[src/hw/rtl/pkcs1_pkg.sv]
// shared types and constants for the pkcs1 v1.5 padding core
package pkcs1_pkg;

    localparam int MAX_EM_BYTES = 512;
    localparam int MAX_PAYLOAD  = 64;
    localparam int PL_AW        = $clog2(MAX_PAYLOAD);
    localparam int OID_MAX      = 9;

    localparam int CMD_W      = 2;
    localparam int INDEX_W    = 9;
    localparam int BYTE_W     = 8;
    localparam int EM_LEN_W   = 10;
    localparam int PL_LEN_W   = 7;
    localparam int OID_LEN_W  = 4;
    localparam int CFG_IDX_W  = 3;
    localparam int CFG_DATA_W = 64;

    localparam logic [BYTE_W-1:0] DER_SEQ    = 8'h30;
    localparam logic [BYTE_W-1:0] DER_OID    = 8'h06;
    localparam logic [BYTE_W-1:0] DER_NULL   = 8'h05;
    localparam logic [BYTE_W-1:0] DER_OCTETS = 8'h04;
    localparam logic [BYTE_W-1:0] SEQ_EXTRA  = 8'h08;
    localparam logic [BYTE_W-1:0] ALG_EXTRA  = 8'h04;
    localparam logic [BYTE_W-1:0] DER_OVHD   = 8'd10;
    localparam logic [BYTE_W-1:0] PAD_BYTE   = 8'hFF;
    localparam logic [BYTE_W-1:0] BT_BYTE    = 8'h01;

    typedef enum logic [CMD_W-1:0] {
        CMD_LOAD = 2'd0,
        CMD_READ = 2'd1,
        CMD_CMP  = 2'd2,
        CMD_NONE = 2'd3
    } t_cmd;

    typedef enum logic [CFG_IDX_W-1:0] {
        CFG_EM_LEN    = 3'd0,
        CFG_DER_MODE  = 3'd1,
        CFG_PL_LEN    = 3'd2,
        CFG_OID_LEN   = 3'd3,
        CFG_OID_FIRST = 3'd4,
        CFG_OID_LAST  = 3'd5
    } t_cfg_idx;

    typedef struct packed {
        logic [EM_LEN_W-1:0]   em_len;
        logic                  der_mode;
        logic [PL_LEN_W-1:0]   payload_len;
        logic [OID_LEN_W-1:0]  oid_len;
        logic [63:0]           oid_first_bytes;
        logic [BYTE_W-1:0]     oid_last_byte;
    } t_cfg;

    typedef struct packed {
        logic              bad;
        logic              valid;
        logic [BYTE_W-1:0] em;
    } t_exp;

endpackage

[src/hw/rtl/pkcs1_expect.sv]
// expected encoded byte at a position: 00 01 ff..ff 00 t
module pkcs1_expect
    import pkcs1_pkg::*;
(
    input  t_cfg               i_cfg,
    input  logic [INDEX_W-1:0] i_pos,
    input  logic [BYTE_W-1:0]  i_payload,
    output t_exp               o_exp
);
    logic [BYTE_W-1:0]   w_oid8;
    logic [BYTE_W-1:0]   w_pl8;
    logic [BYTE_W-1:0]   w_tl;
    logic [EM_LEN_W-1:0] w_t_start;
    logic [EM_LEN_W-1:0] w_pos;
    logic [BYTE_W-1:0]   w_q;
    logic [BYTE_W-1:0]   w_k;
    logic [BYTE_W-1:0]   w_r;
    logic [2:0]          w_oid_sel;
    logic [BYTE_W-1:0]   w_oid_byte;
    logic                w_bad;
    logic [BYTE_W-1:0]   w_byte;

    assign w_oid8    = BYTE_W'(i_cfg.oid_len);
    assign w_pl8     = BYTE_W'(i_cfg.payload_len);
    assign w_tl      = i_cfg.der_mode ? (DER_OVHD + w_oid8 + w_pl8) : w_pl8;
    assign w_t_start = i_cfg.em_len - EM_LEN_W'(w_tl);
    assign w_pos     = EM_LEN_W'(i_pos);
    assign w_q       = BYTE_W'(w_pos - w_t_start);
    assign w_k       = w_q - BYTE_W'(6);
    assign w_r       = w_k - w_oid8;
    assign w_oid_sel = 3'd7 - w_k[2:0];
    assign w_oid_byte = (w_k[3]) ? i_cfg.oid_last_byte
                                 : i_cfg.oid_first_bytes[{w_oid_sel, 3'b000} +: BYTE_W];

    assign w_bad = ({1'b0, i_cfg.em_len} > 11'(MAX_EM_BYTES))
                || ({1'b0, i_cfg.payload_len} > 8'(MAX_PAYLOAD))
                || (i_cfg.der_mode && (i_cfg.oid_len > OID_LEN_W'(OID_MAX)))
                || ({1'b0, i_cfg.em_len} < (11'd3 + 11'(w_tl)));

    always_comb begin
        w_byte = '0;
        if (w_pos == '0) begin
            w_byte = '0;
        end else if (w_pos == EM_LEN_W'(1)) begin
            w_byte = BT_BYTE;
        end else if (w_pos < w_t_start - EM_LEN_W'(1)) begin
            w_byte = PAD_BYTE;
        end else if (w_pos == w_t_start - EM_LEN_W'(1)) begin
            w_byte = '0;
        end else if (!i_cfg.der_mode) begin
            w_byte = i_payload;
        end else if (w_q == 8'd0 || w_q == 8'd2) begin
            w_byte = DER_SEQ;
        end else if (w_q == 8'd1) begin
            w_byte = SEQ_EXTRA + w_oid8 + w_pl8;
        end else if (w_q == 8'd3) begin
            w_byte = ALG_EXTRA + w_oid8;
        end else if (w_q == 8'd4) begin
            w_byte = DER_OID;
        end else if (w_q == 8'd5) begin
            w_byte = w_oid8;
        end else if (w_k < w_oid8) begin
            w_byte = w_oid_byte;
        end else begin
            // tail after the oid: null, octet string header, digest
            case (w_r)
                8'd0:    w_byte = DER_NULL;
                8'd1:    w_byte = '0;
                8'd2:    w_byte = DER_OCTETS;
                8'd3:    w_byte = w_pl8;
                default: w_byte = i_payload;
            endcase
        end
    end

    assign o_exp.bad   = w_bad;
    assign o_exp.valid = !w_bad && (w_pos < i_cfg.em_len);
    assign o_exp.em    = o_exp.valid ? w_byte : '0;
endmodule

[config.mk]
export PLATFORM = sky130hd
export DESIGN_NAME = pkcs1_expect
export DESIGN_NICKNAME = d
export VERILOG_FILES = /design/src/hw/rtl/pkcs1_pkg.sv /design/src/hw/rtl/pkcs1_expect.sv
export SDC_FILE = /design/constraint.sdc
export NUM_CORES = 1
export LEC_CHECK = 0
export BUFFER_PORTS_ARGS = -buffer_cell sky130_fd_sc_hd__buf_2
export CAP_MARGIN = 25
export CORE_MARGIN = 2
export CORE_UTILIZATION = 30
export DETAILED_ROUTE_END_ITERATION = 10
export SETUP_SLACK_MARGIN = 0.1
export SLEW_MARGIN = 20
export SYNTH_ARGS = -nofsm -noshare
export SYNTH_HDL_FRONTEND = slang
export SYNTH_SLANG_ARGS = --single-unit
[constraint.sdc]
create_clock -name vclk -period 7.7
set_input_delay 0.385 -clock vclk [all_inputs]
set_output_delay 0.385 -clock vclk [all_outputs]
set_load 0.01 [all_outputs]
==> results.toml <==
[run_status]
status = "finished clean"

[timing]
maxSlewViolCount = 0
post-route-period-util_pct = 92.88
rsz0062_at_grt = "false"
setup_viol = 0
max_slew_margin_pct = 38.39
hold_viol = 0
setup_tns_ns = 0
whs_ns = 1.190
worst-slew-pin-transition_ns = 0.9186
fmax_mhz = 139.8
period_needed_ns = 7.152

[worst_setup_path]
crit_cells = 27
crit_end = "o_exp[2]"
cp.arrival_ns = 6.77
critPathMaxStageDelay_ns = 0.65
crit_type = "primary input to output port"
critPathRequiredTime_ns = 7.32
cp-end-kind = "output port"
crit_family = "adder cells"
crit_start = "i_cfg[73]"
crit_fanout = 7
crit_top_cell = "ha_1"
cp-start-kind = "primary input"
cp_slowest_cell = "or4b_2"
worst-path-buf-inv = 5

[detailed_routing]
wl_per_cell_um = 17.50
vias = 4697
ant_nets = 0
viasPerCell = 5.552
drtIter0Drc = 280
post-route-drc-count = 0
routed_wl_um = 14800
first_pass_iters = 5

[floorplan]
fp.dieH_um = 123.3
die_area_sq_um = 15200
die_w_um = 123.3
coreArea_sq_um = 13880
floorplan.initialDensity_pct = 30.75
io_pins = 121
std_cell_rows = 43

[yosys]
syn-num-nets = 730
synthCells = 557
ys_warn_count = 0
synth_top_area_cell = "ha_1"
synth_top_area_share_pct = 17.30
avgSynthCellArea_sq_um = 7.662
synth-seq-area-share_pct = 0
ys_top_cells_by_area = "ha_1 (17%), mux4_2 (8.4%), xnor2_1 (4.3%)"
synth.cell_area_sq_um = 4268
synth_common_cells = "ha_1 (59), nor2_1 (46), inv_1 (40)"
synth_most_common_cell = "ha_1"
yosys.cell_types.count = 91

[grt]
grt_usage_pct = 18.35
grt_pass1_vias = 4267
overflow = 0
grt_max_degree = 28
antenna_found_initial = 1
grt_pass1_wl_um = 22320

[pwr]
p_leak_nw = 2.335
internal-power_mw = 0.5086
seq_power_share_pct = 0
clkPwrFrac_pct = 0
p_sw_mw = 0.7618
ir_drop_mv = 0.1292
pwr-share-comb_pct = 100.0
netSwitchingFraction_pct = 59.97
power_density_nw_per_um2 = 249.5
total_power_mw = 1.270

[clock_tree]
postCtsHoldBufs = 0

[cells_and_area]
nets = 840
num-clock-buffers = 0
final_layout_size_suffix_gt1_share_pct = 27.97
seq_cell_count = 0
syn2layout_area_growth_pct = 19.29
multiInputGateArea_sq_um = 4036
nFillCells = 1533
ff_latch_area_sq_um = 0

[worst_hold_path]
holdPathStages = 4
hold_path.class = "primary input to output port"

[run]
maxCapViolCount = 0

[placed_design]
portBuffers = 121
place_hpwl_um = 12720
place_congestion = 0.9312
[power groups by stage]
stage	combinational [mW]	clock [mW]	sequential (mW)
6_report	1.27	0.0000000174	0
5_1_grt	1.41	0	0
4_1_cts	1.25	0	0
3_5_place_dp	1.25	0	0
3_3_place_gp	1.25	0	0
2_1_floorplan	0.941	0	0
[layer usage]
layer | global-route usage [%] | vias to the layer above | wire, um
met5 | 0 | - | 0
met4 | 3.977 | 0 | 301
met3 | 2.352 | 15 | 806
met2 | 29.60 | 135 | 6939
met1 | 26.04 | 2197 | 6755
li1 | - | 2350 | -
[cell type report]
type / count / area share (%)
inverters: 41 / 3.023
diodes: 1 / 0.04915
repair buffers: 130 / 13.22
well taps: 180 / 4.424
multi-input cells: 494 / 79.28
[cells in the final DEF (no fill, tap or decap), types with 4 or more instances in the layout]
master	instances
nor3b_1	5
o31ai_1	7
a211oi_1	12
or2_2	6
a21o_1	12
buf_2	121
mux2i_1	12
o21a_1	11
a211o_1	5
a31oi_1	6
inv_1	40
a32oi_1	5
nand3_1	8
nor3_1	18
buf_4	9
mux4_2	16
o211ai_1	5
and3_1	9
nor2_1	45
o31a_1	4
nand2b_1	7
o21ai_1	8
xor2_1	12
nand2_1	33
a21oi_1	31
or3_1	5
nor2b_1	13
xnor2_1	21
o21ai_0	25
ha_1	59
nor4_1	4
[worst min path at each step]
stage	slack, ns	from	to
finish	1.19	i_payload[5]	o_exp[5]
global route	1.22	i_payload[5]	o_exp[5]
CTS	1.19	i_payload[5]	o_exp[5]
detailed placement	1.19	i_payload[5]	o_exp[5]
global placement	1.17	i_payload[5]	o_exp[5]
floorplan	0.95	i_payload[5]	o_exp[5]
[metrics by stage]
stage | cell area (sq um) | worst slack [ns] | cells | util (%)
after floorplan | 4268 | 0.7638 | 557 | -
after global placement | 5060 | 0.5096 | 845 | 36.45
after detailed placement | 5060 | 0.4076 | 845 | 36.45
after CTS | 5060 | 0.4156 | 845 | 36.45
after global routing | 5089 | 0.1007 | 845 | 36.66
final | 5091 | 0.5482 | 846 | 36.68
[cell families (layout without fill, tap and decap cells)]
| group | count (synthesis) | count (layout) | share of synthesized area (%) |
|---|---|---|---|
| AOI/OAI and AO/OA | 184 | 184 | 32.31 |
| xor gates and xnor gates | 37 | 37 | 8.268 |
| and+or+nand+nor | 177 | 177 | 22.08 |
| other | 1 | 2 | 0.08787 |
| muxes | 30 | 30 | 11.76 |
| buffers and inverters | 63 | 171 | 6.098 |
| adders and majority gates | 65 | 65 | 19.41 |
[repair_timing]
item | CTS | global route
hold endpoints to repair | 0 | 0
resized for setup | 0 | 5
setup buffers | 0 | 0
endpoints found under the setup margin | 0 | 7
Power figures use the tool's default switching activity.
