==> src/hw/rtl/pkcs1_ram.sv <==
// generic single-write, single-read ram with registered read data
module pkcs1_ram #(
    parameter int WIDTH = 8,
    parameter int DEPTH = 64
) (
    input  logic                     i_clk,
    input  logic                     i_we,
    input  logic [$clog2(DEPTH)-1:0] i_waddr,
    input  logic [WIDTH-1:0]         i_wdata,
    input  logic                     i_re,
    input  logic [$clog2(DEPTH)-1:0] i_raddr,
    output logic [WIDTH-1:0]         o_rdata
);
    logic [WIDTH-1:0] r_mem [DEPTH];
    logic [WIDTH-1:0] r_rdata;

    always_ff @(posedge i_clk) begin
        if (i_we) begin
            r_mem[i_waddr] <= i_wdata;
        end
        if (i_re) begin
            r_rdata <= r_mem[i_raddr];
        end
    end

    assign o_rdata = r_rdata;
endmodule

==> config.mk <==
export PLATFORM = sky130hd
export DESIGN_NAME = pkcs1_ram
export DESIGN_NICKNAME = d
export VERILOG_FILES = /design/src/hw/rtl/pkcs1_ram.sv
export SDC_FILE = /design/constraint.sdc
export NUM_CORES = 1
export LEC_CHECK = 0
export BUFFER_PORTS_ARGS = -buffer_cell sky130_fd_sc_hd__buf_2
export CAP_MARGIN = 20
export CELL_PAD_IN_SITES_DETAIL_PLACEMENT = 1
export CELL_PAD_IN_SITES_GLOBAL_PLACEMENT = 1
export CORE_MARGIN = 1.5
export CORE_UTILIZATION = 50
export CTS_CLUSTER_DIAMETER = 30
export CTS_CLUSTER_SIZE = 30
export DETAILED_ROUTE_END_ITERATION = 16
export PLACE_DENSITY = 0.71
export SLEW_MARGIN = 20
export SYNTH_ARGS = -nofsm -noshare
export SYNTH_HDL_FRONTEND = slang
export SYNTH_SLANG_ARGS = --single-unit
==> constraint.sdc <==
create_clock -name i_clk -period 4 [get_ports i_clk]
set_input_delay 0.4 -clock i_clk [delete_from_list [all_inputs] [get_ports i_clk]]
set_output_delay 0.4 -clock i_clk [all_outputs]
set_load 0.005 [all_outputs]
==> results of run 1 <==
==> power by group through the flow <==
stage	logic, mW	registers [mW]	clock network, mW
2_1_floorplan	0.322	6.17	0
3_3_place_gp	0.538	6.18	0
3_5_place_dp	0.555	6.18	0
4_1_cts	0.567	6.08	9.52
5_1_grt	0.596	6.08	9.75
6_report	0.566	6.08	9.43
==> cells in the final DEF (no fill, tap or decap), types with 4 or more instances in the layout <==
cell / synthesis / routed
nor2b_1: 14 / 14
nand2b_1: 7 / 7
clkinvlp_4: 0 / 17
edfxtp_1: 520 / 520
buf_2: 11 / 23
nor2_1: 83 / 83
clkbuf_16: 0 / 111
clkinv_2: 0 / 14
nor3_1: 7 / 7
bufinv_16: 0 / 20
inv_6: 0 / 13
a221oi_1: 6 / 6
a211oi_1: 4 / 4
mux2i_1: 23 / 23
o221ai_1: 8 / 8
mux4_2: 126 / 126
mux2_2: 13 / 13
clkbuf_1: 17 / 6
clkinv_1: 0 / 9
buf_4: 13 / 26
clkinv_4: 0 / 12
nand2_1: 19 / 19
o22ai_1: 8 / 8
nand3_1: 13 / 13
==> registers in the layout, indices dropped and copies added (netlist names) <==
register,count
r_mem,512
o_rdata,8
==> cell families after synthesis <==
kind of cell | after synthesis | synth area share
flip-flops | 520 | 0.771
multiplexers | 162 | 0.159
buffers and inverters | 51 | 0.0156
AO/OA/AOI/OAI | 54 | 0.0206
AND/OR/NAND/NOR | 153 | 0.0337
==> per-layer routing <==
layer	share of wire	vias to the layer above	wire, um
met4	0.033	0	1700
met2	0.49	467	25300
met5	0	-	0
met3	0.064	106	3330
li1	-	4229	-
met1	0.42	5615	21700
==> cell type report <==
cell class,instances,area (um^2),area share
Tap cell,525,657,0.0264
Sequential cell,520,15600,0.629
Multi-Input combinational cell,369,4320,0.174
Clock inverter,87,1080,0.0436
Timing Repair Buffer,52,364,0.0147
Clock buffer,117,2800,0.113
==> stage by stage <==
stage / power, mW / util / cells / hold WS [ns]
floorplan: 6.49 / - / 940 / 0.499
global placement: 6.71 / 0.526 / 1466 / 0.808
detailed placement: 6.74 / 0.526 / 1466 / 0.814
CTS: 16.2 / 0.623 / 1670 / 0.162
global route: 16.4 / 0.624 / 1670 / 0.175
finish: 16.1 / 0.624 / 1670 / 0.199
==> critical path, stage by stage <==
cell	delay, ns
clkbuf_8	0.50
buf_4	0.37
mux4_2	0.55
o221a_2	0.28
nor3_1	0.45
o32ai_1	0.20
==> cell usage after synthesis, drive strengths merged (2+ instances only) <==
cell type  count
nor2b         14
o221ai         8
o2bb2ai        3
a22oi          3
nand3b         3
nor3           7
mux2          13
mux4         126
a21oi          3
o32ai          2
o21a           2
o41ai          2
buf           34
o21ai          4
mux2i         23
nand4          2
o221a          2
nor2          83
nand3         13
clkbuf        17
o22ai          8
a211oi         4
a2111oi        2
nor4           2
a221oi         6
nand2b         7
o2111ai        3
edfxtp       520
nand2         19
==> path summary, 6_finish.rpt <==
check               start         end  slack [ns]  cells past startpoint
min reg2reg   r_mem[4][7]  o_rdata[7]        0.99                      4
max reg2reg  r_mem[20][4]  o_rdata[4]        1.64                      5
min                  i_re  o_rdata[0]        0.20                      1
max            i_raddr[0]  o_rdata[4]        1.47                      6
==> summary.md, run 1 <==
| Metric | Value |
|---|---|
| Port-buffer cells | `30` |
| Routed Antenna Nets | `0` |
| Vias per cell | `~6.2` |
| Fin. Hold Viols | `0` |
| Final Cell Area | `0.0248 mm^2` |
| Sw Share | `0.214` |
| H-tree depth | `3` |
| Post-synth cell types | `39` |
| Worst vdd ir | `0.000452 V` |
| Post-DP HPWL | `29000 um` |
| Slew Limit Headroom | `0.327` |
| Async SR Flop Fraction | `0` |
| Setup Buffers After CTS | `0` |
| Layout area overhead | `22.7%` |
| Worst setup margin | `1.47 ns` |
| CP Class | `input pin to register` |
| Total Routed Length | `between 50000 and 60000 um` |
| Post-CTS resize count | `0` |
| DR WL/cell | `31.1 um` |
| Clk_lat worst skew | `0.63 ns` |
| DRC viols | `0` |
| Final setup vio count | `0` |
| Busiest layer in global routing | `met2` |
| Cell taking the most area after synthesis | `edfxtp_1` |
| RSZ-0062 raised after global routing | `false` |
| Max Cap Viol | `0` |
| P per Cell Area | `between 600 and 700 mW/mm^2` |
| Setup tns final | `0 ns` |
| Pins over their slew limit | `0` |
| Synth area leaders | `edfxtp_1 77%, mux4_2 14%, nor2_1 1.5%` |
| Via count | `10400` |
| Main synth FF type | `edfxtp_1` |
| Synthesized cell area | `0.0202 mm^2` |
| Syn Area/Cell | `roughly 22 um^2` |
| Die area | `0.0417 mm^2` |
| Flops & latches, synth | `520` |
| TritonCTS clock tree | `built` |
| Initial antenna violation count | `1` |
| Starting DRT DRC Count | `between 800 and 900` |
| Cell count after synthesis | `940` |
| Yosys warns | `0` |
| Mapped Nets | `963` |
| Fill count | `3242` |
| Initial Utilization | `0.508` |
| Clock network fraction of total power | `0.587` |
| Worst path required time | `roughly 4.3 ns` |
| EDFF count, synth | `520` |
| Fmax | `396 MHz` |
| Share of cells above drive strength 1 | `0.334` |
| Combinational share of power | `0.035` |
| Drt first pass iters | `5` |
| Int Power | `12.6 mW` |
| Vias in the first global route | `11200` |
| Clock Sinks | `520` |
| Minimum clock period | `2.53 ns` |
| Register area share after synthesis | `0.771` |
| All-layer global routing usage | `0.259` |
| Setup slack at placement | `approximately 0.87 ns` |
| Clk slew on worst S/H paths | `0.05 ns` |
| Global route total overflow | `0` |
| Setup Skew | `0.0234 ns` |
| Core area | `0.0398 mm^2` |
| Met1 Resource Use GR | `0.362` |
| Min-delay worst type | `input pin to register` |
| Clock buffer depth | `3` |
| Yosys top cell area share | `0.771` |
| Gpl congestion | `approximately 0.80` |
| Pin count of the biggest net entering global routing | `65` |
| GR Layer Usage met3 | `0.0494` |
| Sw Pwr | `3.44 mW` |
| CTS buffer count | `about 110` |
| Crit Path Max Fanout | `57` |
| Dpl cell area | `0.0209 mm^2` |
| First-pass GRT wire length | `76700 um` |
| Seq pwr share | `0.378` |
| Ant diodes | `0` |
| Row cnt | `73` |
| Status | `finished clean` |
| Crit end category | `register` |
| Slew @ Worst Pin | `1.01 ns` |
| # IOs | `31` |
| Met2 Track Usage GR | `0.406` |
| Final layout net count | `1074` |
| Worst setup SP type | `input pin` |
| CP Data Arrival Time | `2.86 ns` |
| Root Buffer | `clkbuf_16` |
| CTS hold repair buffers | `0` |
| Die Y | `204 um` |
| Die width | `204 um` |
| Fin crit share | `0.632` |
| Leakage | `8.06 nW` |
(Power assumes the default switching activity.)
==> inputs of run 2 (changes only) <==
- PLACE_DENSITY: 0.71 -> 0.74
- clock period: 4 -> 2.1 ns (I/O delays scaled with it)
==> summary.md, run 2 (same netlist as run 1, synthesis figures left out) <==
| Metric | Value |
|---|---|
| Leakage | `8.66 nW (+7.5%)` |
| Critical R2R Capture | `o_rdata[4]` |
| RR Startpoint | `r_mem[21][4]` |
| Row cnt | `73 (unchanged)` |
| Setup Skew | `0.0272 ns (+0.00377 ns)` |
| Initial antenna violation count | `0 (-1)` |
| CP Data Arrival Time | `2.49 ns (-0.37 ns)` |
| Fin. Hold Viols | `0 (unchanged)` |
| Sw Pwr | `6.47 mW (+88%)` |
| Int Power | `22.2 mW (+76%)` |
| Root Buffer | `clkbuf_16` |
| Clock Sinks | `520 (unchanged)` |
| Worst Setup EP | `o_rdata[4]` |
| Commonest non-fill, non-tap cell in the layout | `edfxtp_1` |
| Starting DRT DRC Count | `1118 (+26%)` |
| CTS buffer count | `100 (-7.4%)` |
| Largest Register | `r_mem` |
| DRC viols | `0 (unchanged)` |
| Violated checks | `setup timing` |
| Minimum clock period | `2.13 ns` |
| Final setup vio count | `2 (+2)` |
| Max Cap Viol | `0 (unchanged)` |
| # IOs | `31 (unchanged)` |
| Worst reg2reg setup slack | `-0.03 ns (-1.67 ns)` |
| Crit end category | `register` |
| Global route total overflow | `0 (unchanged)` |
| Pins over their slew limit | `0 (unchanged)` |
| Vias in the first global route | `12200 (+8.4%)` |
| Min-delay worst type | `input pin to register` |
| TritonCTS clock tree | `built` |
| Fin crit share | `1.02` |
| DR WL/cell | `32.4 um (+4.3%)` |
| Clk_lat worst skew | `0.62 ns (about the same)` |
| Port-buffer cells | `30 (unchanged)` |
| Final layout net count | `1211 (+13%)` |
| Seq pwr share | `0.403 (+0.025)` |
| RSZ-0062 raised after global routing | `true` |
| Routed Antenna Nets | `0 (unchanged)` |
| Worst R2R Path Depth | `6 (+1)` |
| Crit Path Max Fanout | `1 (-98%)` |
| First-pass GRT wire length | `85000 um (+11%)` |
| Pin count of the biggest net entering global routing | `65 (unchanged)` |
| Fill count | `3329 (+2.7%)` |
| Layout area overhead | `26.9%` |
| Gpl congestion | `0.804 (+0.14%)` |
| All-layer global routing usage | `0.289 (+0.0300)` |
| Max reg flops | `512 (unchanged)` |
| Die Y | `204 um (unchanged)` |
| Worst vdd ir | `0.000944 V (+110%)` |
| Crit. Startpoint | `r_mem[21][4]` |
| Clock buffer depth | `3 (unchanged)` |
| Die width | `204 um (unchanged)` |
| Drt first pass iters | `5 (unchanged)` |
| Status | `complete, but fails checks` |
| Initial Utilization | `0.508 (unchanged)` |
| Total Routed Length | `58400 um (+12%)` |
| Worst setup SP type | `register` |
| Core area | `0.0398 mm^2 (unchanged)` |
| H-tree depth | `3 (unchanged)` |
| Clock network fraction of total power | `0.550 (-0.037)` |
| CP Class | `register to register` |
| Total power draw | `28.7 mW (+78%)` |
| Slew Limit Headroom | `0.398 (+0.0710)` |
| Sw Share | `0.225 (+0.0117)` |
| Worst setup margin | `-0.0324 ns (-1.50 ns)` |
| Most frequent cells in the layout | `520 x edfxtp_1, 145 x buf_4, 126 x mux4_2` |
| Worst path required time | `2.46 ns (-1.87 ns)` |
| Hold_ws | `0.117 ns (-0.0813 ns)` |
| Share of cells above drive strength 1 | `0.399 (+0.0651)` |
| Die area | `0.0417 mm^2 (unchanged)` |
| Fmax | `approximately 470 MHz` |
| Clk slew on worst S/H paths | `0.05 ns (about the same)` |
| Slew @ Worst Pin | `0.903 ns (-0.103 ns)` |
| Ant diodes | `0 (unchanged)` |
| Combinational share of power | `0.047 (+0.012)` |
| P per Cell Area | `1120 mW/mm^2 (+72%)` |
| Post-DP HPWL | `33400 um (+15%)` |
| Via count | `11300 (+8.7%)` |
| Vias per cell | `6.29 (+0.88%)` |
==> run 2: changes by cell type in the layout (fill, tap and decap cells not counted), moves of 3 or more <==
cell	before	now
buf_12	2	21
buf_2	23	27
buf_4	26	145
bufinv_16	20	10
clkbuf_16	111	102
clkinv_1	9	20
clkinvlp_4	17	14
==> run 2: per-layer routing <==
metal  global-route usage  vias to the layer above  part of all wire
met5                    0                        -                 0
met4                0.116                        0             0.034
met3               0.0582                      136             0.079
met2                0.468                      701              0.50
met1                0.389                     6005              0.39
li1                     -                     4478                 -
==> run 2: per-stage QoR <==
step                      setup TNS, ns   util  cells  area, um^2  setup slack (ns)
final                           -0.0406  0.645   1799       25700           -0.0324
after global placement            -2.34  0.559   1610       22300            -0.410
after global routing            -0.0552  0.645   1799       25700           -0.0399
after CTS                             0  0.644   1799       25700          0.000803
after floorplan                       0      -    940       20200            0.0837
after detailed placement          -2.77  0.559   1610       22300            -0.466
==> run 2: cell type report <==
class	count	area (um^2)	share of cell area
clock inverters	82	783	0.0305
multi-input cells	369	4390	0.171
clock buffers	106	2570	0.0999
flip-flops and latches	520	15600	0.608
well taps	525	657	0.0256
repair buffers	197	1690	0.0658
==> run 2: worst min-delay path by stage <==
| stage | from | to | depth (start not counted) |
|---|---|---|---|
| final | i_wdata[0] | r_mem[43][0] | 1 |
| after global routing | i_wdata[0] | r_mem[41][0] | 1 |
| after CTS | i_wdata[0] | r_mem[41][0] | 1 |
| after detailed placement | i_re | o_rdata[3] | 1 |
| after global placement | i_re | o_rdata[7] | 1 |
| after floorplan | i_wdata[0] | r_mem[0][0] | 0 |
==> run 2: power by group through the flow <==
stage                     Clock [mW]  Sequential [mW]  Combinational, mW
after global placement             0             11.8               1.21
after detailed placement           0             11.8               1.26
after CTS                       15.9             11.6               1.32
after global routing            16.3             11.6               1.39
after floorplan                    0             11.7              0.613
final                           15.8             11.6               1.34
==> run 2: repair_timing <==
item                       4_1_cts  5_1_grt
pin swaps                        2        0
hold buffers                     1        0
gates resized for setup          9        8
hold endpoints to repair         8        0
setup endpoints to repair        4        6
buffers inserted                 0        0
==> run 2: worst max-delay path, cell delays in order, from the launching register on <==
cell and delay, ns:
edfxtp_1 0.40, mux4_2 0.49, mux2_2 0.30, o221a_4 0.28
nor3_4 0.17, buf_6 0.14, o32ai_1 0.08
